### src/design/ceu_pkg.sv
// Package for the C string escape decoder: request and result payload types,
// scan state types and the character codes used by the decoder.
// No dependencies.
package ceu_pkg;

   typedef struct packed {
      logic [7:0] in_byte;
      logic       in_last;
   } req_type;

   typedef struct packed {
      logic [7:0] out_byte;
      logic       out_valid;
      logic       out_last;
   } rsp_type;

   typedef enum logic [1:0] {
      MODE_TEXT = 2'd0,
      MODE_ESC  = 2'd1,
      MODE_OCT  = 2'd2,
      MODE_HEX  = 2'd3
   } mode_type;

   typedef struct packed {
      mode_type   mode;
      logic [7:0] value;
      logic [1:0] count;
   } scan_type;

   // Up to two result items produced by one request.
   typedef struct packed {
      logic [1:0] count;
      rsp_type    item0;
      rsp_type    item1;
   } dec_out_type;

   localparam logic [7:0] CHAR_BSLASH = 8'h5C;
   localparam logic [7:0] CHAR_DQUOTE = 8'h22;
   localparam logic [7:0] CHAR_NL     = 8'h0A;
   localparam logic [7:0] CHAR_CR     = 8'h0D;
   localparam logic [7:0] CHAR_TAB    = 8'h09;
   localparam logic [7:0] CHAR_ESCAPE = 8'h1B;
   localparam logic [7:0] CHAR_LOW_N  = 8'h6E;
   localparam logic [7:0] CHAR_LOW_R  = 8'h72;
   localparam logic [7:0] CHAR_LOW_T  = 8'h74;
   localparam logic [7:0] CHAR_LOW_E  = 8'h65;
   localparam logic [7:0] CHAR_LOW_X  = 8'h78;

   localparam logic [1:0] OCT_MAX_DIGITS = 2'd3;
   localparam logic [1:0] HEX_MAX_DIGITS = 2'd2;

   localparam scan_type SCAN_IDLE = '{mode: MODE_TEXT, value: 8'h00, count: 2'd0};

endpackage

### src/design/ceu_decode.sv
// Combinational escape decoder: from the scan state and one request it forms
// the next scan state and up to two result items. Depends on ceu_pkg.
module ceu_decode (
   input  ceu_pkg::scan_type    scan,
   input  ceu_pkg::req_type     req,
   output ceu_pkg::scan_type    scan_next,
   output ceu_pkg::dec_out_type result
);

   ceu_pkg::scan_type step;
   logic [7:0]        b;
   logic              is_oct;
   logic              is_hex;
   logic [3:0]        hex_val;
   logic [7:0]        oct_acc;
   logic [7:0]        hex_acc;

   function automatic ceu_pkg::rsp_type make_item(input logic [7:0] value);
      ceu_pkg::rsp_type item;
      item.out_byte  = value;
      item.out_valid = 1'b1;
      item.out_last  = 1'b0;
      return item;
   endfunction

   assign b       = req.in_byte;
   assign is_oct  = (b >= 8'h30) && (b <= 8'h37);
   assign oct_acc = {scan.value[4:0], b[2:0]};
   assign hex_acc = {scan.value[3:0], hex_val};

   always_comb begin
      is_hex  = 1'b1;
      hex_val = 4'h0;
      if ((b >= 8'h30) && (b <= 8'h39)) begin
         hex_val = b[3:0];
      end else if (((b >= 8'h61) && (b <= 8'h66)) || ((b >= 8'h41) && (b <= 8'h46))) begin
         hex_val = 4'(b[2:0] + 3'd1) + 4'd8;
      end else begin
         is_hex = 1'b0;
      end
   end

   // Next state.
   always_comb begin
      step = scan;
      unique case (scan.mode)
         ceu_pkg::MODE_TEXT: begin
            if (b == ceu_pkg::CHAR_BSLASH) begin
               step.mode = ceu_pkg::MODE_ESC;
            end
         end
         ceu_pkg::MODE_ESC: begin
            step = ceu_pkg::SCAN_IDLE;
            if (b == ceu_pkg::CHAR_LOW_X) begin
               step.mode = ceu_pkg::MODE_HEX;
            end else if (is_oct) begin
               step = '{mode: ceu_pkg::MODE_OCT, value: {5'b0, b[2:0]}, count: 2'd1};
            end
         end
         ceu_pkg::MODE_OCT: begin
            if (is_oct && (scan.count < ceu_pkg::OCT_MAX_DIGITS - 2'd1)) begin
               step = '{mode: ceu_pkg::MODE_OCT, value: oct_acc, count: scan.count + 2'd1};
            end else begin
               step = ceu_pkg::SCAN_IDLE;
               if (!is_oct && (b == ceu_pkg::CHAR_BSLASH)) begin
                  step.mode = ceu_pkg::MODE_ESC;
               end
            end
         end
         ceu_pkg::MODE_HEX: begin
            if (is_hex && (scan.count < ceu_pkg::HEX_MAX_DIGITS - 2'd1)) begin
               step = '{mode: ceu_pkg::MODE_HEX, value: hex_acc, count: scan.count + 2'd1};
            end else begin
               step = ceu_pkg::SCAN_IDLE;
               if (!is_hex && (b == ceu_pkg::CHAR_BSLASH)) begin
                  step.mode = ceu_pkg::MODE_ESC;
               end
            end
         end
      endcase
      scan_next = req.in_last ? ceu_pkg::SCAN_IDLE : step;
   end

   // Result items.
   always_comb begin
      result = '0;
      unique case (scan.mode)
         ceu_pkg::MODE_TEXT: begin
            if (b != ceu_pkg::CHAR_BSLASH) begin
               result.item0 = make_item(b);
               result.count = 2'd1;
            end
         end
         ceu_pkg::MODE_ESC: begin
            result.count = 2'd1;
            priority if (b == ceu_pkg::CHAR_NL || b == ceu_pkg::CHAR_LOW_X || is_oct) begin
               result.count = 2'd0;
            end else if (b == ceu_pkg::CHAR_LOW_N) begin
               result.item0 = make_item(ceu_pkg::CHAR_NL);
            end else if (b == ceu_pkg::CHAR_LOW_R) begin
               result.item0 = make_item(ceu_pkg::CHAR_CR);
            end else if (b == ceu_pkg::CHAR_LOW_T) begin
               result.item0 = make_item(ceu_pkg::CHAR_TAB);
            end else if (b == ceu_pkg::CHAR_LOW_E) begin
               result.item0 = make_item(ceu_pkg::CHAR_ESCAPE);
            end else begin
               result.item0 = make_item(b);
            end
         end
         ceu_pkg::MODE_OCT: begin
            if (is_oct) begin
               if (scan.count >= ceu_pkg::OCT_MAX_DIGITS - 2'd1) begin
                  result.item0 = make_item(oct_acc);
                  result.count = 2'd1;
               end
            end else begin
               result.item0 = make_item(scan.value);
               result.count = 2'd1;
               if (b != ceu_pkg::CHAR_BSLASH) begin
                  result.item1 = make_item(b);
                  result.count = 2'd2;
               end
            end
         end
         ceu_pkg::MODE_HEX: begin
            if (is_hex) begin
               if (scan.count >= ceu_pkg::HEX_MAX_DIGITS - 2'd1) begin
                  result.item0 = make_item(hex_acc);
                  result.count = 2'd1;
               end
            end else if (scan.count != 2'd0) begin
               result.item0 = make_item(scan.value);
               result.count = 2'd1;
               if (b != ceu_pkg::CHAR_BSLASH) begin
                  result.item1 = make_item(b);
                  result.count = 2'd2;
               end
            end else if (b != ceu_pkg::CHAR_BSLASH) begin
               result.item0 = make_item(b);
               result.count = 2'd1;
            end
         end
      endcase

      // At the end of a string a pending digit run is flushed and the final
      // item carries the end mark; an empty end gives a marker-only item.
      if (req.in_last) begin
         if (((step.mode == ceu_pkg::MODE_OCT) || (step.mode == ceu_pkg::MODE_HEX)) &&
             (step.count != 2'd0)) begin
            if (result.count == 2'd0) begin
               result.item0 = make_item(step.value);
               result.count = 2'd1;
            end else begin
               result.item1 = make_item(step.value);
               result.count = 2'd2;
            end
         end
         unique case (result.count)
            2'd0: begin
               result.item0 = '{out_byte: 8'h00, out_valid: 1'b0, out_last: 1'b1};
               result.count = 2'd1;
            end
            2'd1: begin
               result.item0.out_last = 1'b1;
            end
            default: begin
               result.item1.out_last = 1'b1;
            end
         endcase
      end
   end

endmodule

### src/design/c_escape_unescaper.sv
// C string escape decoder, one source byte per request.
// Request channel (req_valid/req_ready/req_data): one byte of an escaped
// string, with in_last set on the final byte of each string.
// Result channel (rsp_valid/rsp_ready/rsp_data): decoded bytes, one per
// transfer; out_last marks the final result of a string, and a string whose
// last byte yields nothing closes with a marker item whose out_valid is 0.
// A request enters an input register, is decoded from there by
// ceu_decode and its zero, one or two results are written into a small
// result queue of FifoDepth entries, from which they are presented. One
// request is taken every cycle as long as the queue has room for two
// results, so throughput is one request per cycle while each request gives
// at most one result and the receiver takes one result per cycle; a request
// with two results fills two queue entries and leaves as two transfers.
// Reset empties the input register and the queue and returns the scan state
// to plain text. When the receiver stalls, the queue fills and req_ready
// drops once fewer than two entries are free.
// Depends on ceu_pkg and ceu_decode.
module c_escape_unescaper #(
   parameter int FifoDepth = 4
) (
   input  logic              clock,
   input  logic              reset,
   input  logic              req_valid,
   output logic              req_ready,
   input  ceu_pkg::req_type  req_data,
   output logic              rsp_valid,
   input  logic              rsp_ready,
   output ceu_pkg::rsp_type  rsp_data
);

   localparam int PtrW = (FifoDepth > 1) ? $clog2(FifoDepth) : 1;
   localparam int CntW = $clog2(FifoDepth + 1);

   logic                  in_vld_ff, in_vld_in;
   ceu_pkg::req_type      in_data_ff;
   ceu_pkg::scan_type     scan_ff, scan_in;
   ceu_pkg::rsp_type      queue_ff [FifoDepth];
   logic [PtrW-1:0]       wr_ptr_ff, wr_ptr_in;
   logic [PtrW-1:0]       rd_ptr_ff, rd_ptr_in;
   logic [CntW-1:0]       fill_ff, fill_in;
   ceu_pkg::scan_type     scan_next;
   ceu_pkg::dec_out_type  dec;
   logic                  stage_fire;
   logic                  req_fire;
   logic                  pop;
   logic [1:0]            push_cnt;
   logic [PtrW-1:0]       wr_ptr_p1;

   function automatic logic [PtrW-1:0] ptr_inc(input logic [PtrW-1:0] p);
      return (p == PtrW'(FifoDepth - 1)) ? '0 : p + 1'b1;
   endfunction

   ceu_decode u_decode (
      .scan      (scan_ff),
      .req       (in_data_ff),
      .scan_next (scan_next),
      .result    (dec)
   );

   assign stage_fire = in_vld_ff && (fill_ff <= CntW'(FifoDepth - 2));
   assign req_ready  = !in_vld_ff || stage_fire;
   assign req_fire   = req_valid && req_ready;
   assign rsp_valid  = (fill_ff != '0);
   assign rsp_data   = queue_ff[rd_ptr_ff];
   assign pop        = rsp_valid && rsp_ready;
   assign push_cnt   = stage_fire ? dec.count : 2'd0;
   assign wr_ptr_p1  = ptr_inc(wr_ptr_ff);

   always_comb begin
      in_vld_in = req_fire || (in_vld_ff && !stage_fire);
      scan_in   = stage_fire ? scan_next : scan_ff;
      rd_ptr_in = pop ? ptr_inc(rd_ptr_ff) : rd_ptr_ff;
      unique case (push_cnt)
         2'd0:    wr_ptr_in = wr_ptr_ff;
         2'd1:    wr_ptr_in = wr_ptr_p1;
         default: wr_ptr_in = ptr_inc(wr_ptr_p1);
      endcase
      fill_in = fill_ff + CntW'(push_cnt) - CntW'(pop);
   end

   always_ff @(posedge clock) begin
      if (reset) begin
         in_vld_ff <= 1'b0;
         scan_ff   <= ceu_pkg::SCAN_IDLE;
         wr_ptr_ff <= '0;
         rd_ptr_ff <= '0;
         fill_ff   <= '0;
      end else begin
         in_vld_ff <= in_vld_in;
         scan_ff   <= scan_in;
         wr_ptr_ff <= wr_ptr_in;
         rd_ptr_ff <= rd_ptr_in;
         fill_ff   <= fill_in;
      end
   end

   always_ff @(posedge clock) begin
      if (req_fire) begin
         in_data_ff <= req_data;
      end
      if (push_cnt != 2'd0) begin
         queue_ff[wr_ptr_ff] <= dec.item0;
      end
      if (push_cnt == 2'd2) begin
         queue_ff[wr_ptr_p1] <= dec.item1;
      end
   end

endmodule

### config.mk
export PLATFORM = sky130hd
export DESIGN_NAME = c_escape_unescaper
export DESIGN_NICKNAME = d
export VERILOG_FILES = /design/src/design/ceu_pkg.sv /design/src/design/ceu_decode.sv /design/src/design/c_escape_unescaper.sv
export SDC_FILE = /design/constraint.sdc
export NUM_CORES = 1
export LEC_CHECK = 0
export ABC_CLOCK_PERIOD_IN_PS = 4540
export BUFFER_PORTS_ARGS = -buffer_cell sky130_fd_sc_hd__buf_2
export CAP_MARGIN = 30
export CORE_ASPECT_RATIO = 1.4
export CORE_MARGIN = 3
export CORE_UTILIZATION = 25
export CTS_CLUSTER_SIZE = 25
export DETAILED_ROUTE_END_ITERATION = 10
export GPL_TIMING_DRIVEN = 0
export MAX_ROUTING_LAYER = met4
export PLACE_DENSITY = 0.49
export SYNTH_ARGS = -nofsm -noshare
export SYNTH_HDL_FRONTEND = slang
export SYNTH_SLANG_ARGS = --single-unit
### constraint.sdc
create_clock -name clock -period 4.54 [get_ports clock]
set_input_delay 0.227 -clock clock [delete_from_list [all_inputs] [get_ports clock]]
set_output_delay 0.227 -clock clock [all_outputs]
set_load 0.05 [all_outputs]
==> results.ini <==
[timing]
fmax_ghz=0.234
hold_viol_final=0
tns_ns=0
final-setup-viol-count=0
rsz0062_at_grt=false
clock_skew_ns=0.00924
fin_crit_sh_pct=94.1
worst_pin_slew_ns=0.900
min_period_ns=4.27
drv_slew=0
slew_headroom_pct=39.8

[global_route]
track_usage_pct=14.6
grt_pass1_wl_mm=24.4
antenna_found_initial=0
gr-total-overflow=0
grt_max_degree=15
grt_pass1_vias=4188

[finish]
synthToLayoutAreaGrowth_pct=16.3
antennaDiodeCount=0
drive_gt1_share_pct=22.5
stdcell_count=785
design_area_um2=5880
nets=566

[synthesis]
yosysSeqAreaShare_pct=37.8
netlist_area_um2=5050
ys_warn_count=0
synth_ff_type=edfxtp_1
synth_area_per_cell_um2=10.3
synthTopCellsByArea=edfxtp_1 (29%), dfxtp_1 (8.7%), mux2i_1 (5.5%)
ys_ff_latch=71
syn_nets=525
synth.distinct_cells=87
synth-async-reset-ratio_pct=0
synthTopCellsByCount=edfxtp_1 (49), nand2_1 (48), nor2_1 (31)
synth_edf_count=49
netlist.top_cell.by_area=edfxtp_1
synth.top_cell.area_share_pct=29.1
post-synth-top-count-cell=edfxtp_1
synthCells=491

[worst_setup_path]
crit_path_start=in_data_ff[1]
timing.rr.start=in_data_ff[1]
worstPathRequired_ns=4.76
crit_end=fill_ff[2]
critPathCaptureType=register
worstPathArrival_ns=4.49
cp_max_fo=10
r2r_end=fill_ff[2]
crit_type=register to register
cp-start-kind=register
reg2reg_depth=17
r2r_slack_ns=0.27

[power_and_ir_drop]
combPwrFrac_pct=26.4
clockPowerShare_pct=37.3
power_leakage_nw=2.16
internal_power_w=0.00144
finalPower_w=0.00214
irDropWorstVdd_mv=0.193
switching_share_pct=32.6
p_per_area_nw_per_um2=364
power_switching_w=0.000697
seq_power_share_pct=36.4

[floorplanning]
rows=60
ios=25
die_h_um=174
core_um2=19500
dieArea_um2=22000
start_util_pct=25.9
die_w_um=126

[cts]
cts_made_buffers=9
clk_path_buf_depth=2
cts_tree=done
clock_sinks=71
clockRootBuffer=clkbuf_16
clk_pin_slew_ns=0.07
htreeDepth=3
clk-insertion-delay-late_ns=0.35
hold_buffers=0

[routing]
ant_nets=0
wire_per_inst_um=19.8
drtIter0Drc=339
vias=4159
first_pass_iters=5
via_per_inst=5.30
wirelength_mm=15.5
drc=0

[placement]
port_buffers=24
post-dp-hpwl_mm=11.6
dpl.cell_count=764
gp_congestion=0.932
placed_area_um2=5500

[job]
maxCapViolCount=0

[hold_path]
holdCritPathClass=input port to register
min_from=req_data[7]
holdPathStages=1

[run_status]
status=finished clean

## how the worst min path moves through the flow
stage               endpoint
2_1_floorplan  in_data_ff[0]
3_3_place_gp   in_data_ff[7]
3_5_place_dp   in_data_ff[7]
4_1_cts        in_data_ff[6]
5_1_grt        in_data_ff[7]
6_report       in_data_ff[7]
## metal layers
layer  part of all wire, %  global-route usage, %  routed length [µm]  vias to the layer above
met5                     0                      -                   0                        -
met4                   3.4                   5.77                 534                        0
met3                   3.3                   2.67                 517                       40
met2                    52                   25.9                8080                      117
met1                    41                   16.1                6380                     2052
li1                      -                      -                   -                     1950
## sequential cells by signal, summed over array words and instances (netlist names), named ones only
signal,flops
rd_ptr_ff,2
wr_ptr_ff,2
in_data_ff,9
scan_ff,12
in_vld_ff,1
queue_ff,40
fill_ff,3
## cells in the final DEF (no fill, tap or decap), drive strengths merged, types with 20 or more instances in the layout
master / n
buf: 50
o21ai: 27
clkbuf: 23
a21oi: 30
edfxtp: 49
dfxtp: 22
nand2: 49
ha: 20
mux2i: 29
inv: 22
nor2: 33
## critical path, cell delays in order (launching register included)
cell and delay [ns]:
edfxtp_1 0.42, buf_2 0.22, inv_2 0.11, ha_2 0.24, nand2_1 0.07, or4_4 0.43
buf_6 0.16, ha_1 0.27, and3_1 0.21, o31ai_4 0.09, buf_6 0.16, a21oi_2 0.43
o21ai_0 0.18, ha_1 0.32, fa_1 0.47, xnor2_2 0.15, xnor2_1 0.15, nor2_1 0.05
## timing repair
item	4_1_cts	5_1_grt
pin swaps	0	2
gates resized for setup	1	6
setup buffers	0	5
cloned	0	0
setup endpoints to repair	1	1
## power groups by stage
stage | Clock (W) | Combinational, W | Sequential (W)
finish | 0.000797 | 0.000564 | 0.000777
global route | 0.000841 | 0.000618 | 0.000782
CTS | 0.000813 | 0.000561 | 0.000779
detailed placement | 0 | 0.000558 | 0.000793
global placement | 0 | 0.000540 | 0.000789
floorplan | 0 | 0.000424 | 0.000784
## metrics by stage
stage	utilization (%)	setup WS [ns]	hold WS, ns
finish	30.1	0.269	0.0486
global route	30.1	0.00289	0.0425
CTS	29.9	0.00698	0.0394
detailed placement	28.2	-0.0202	0.405
global placement	28.1	0.0503	0.403
floorplan	-	0.600	0.326
## cell families after synthesis
kind of cell    share of synthesized area, %
xor+xnor                               0.347
flops                                   37.8
fa+ha+maj                               5.35
mux                                     14.0
compound gates                          20.9
buf+inv                                 5.84
simple gates                            15.7
## cell type report
type / count / area, µm²
Inverter: 21 / 78.8
Sequential cell: 71 / 1910
Clock buffer: 9 / 225
Tap cell: 248 / 310
Multi-Input combinational cell: 365 / 2860
Fill cell: 2043 / 13600
Timing Repair Buffer: 30 / 173
Buffer: 34 / 218
Clock inverter: 7 / 105
(Power assumes the default switching activity.)
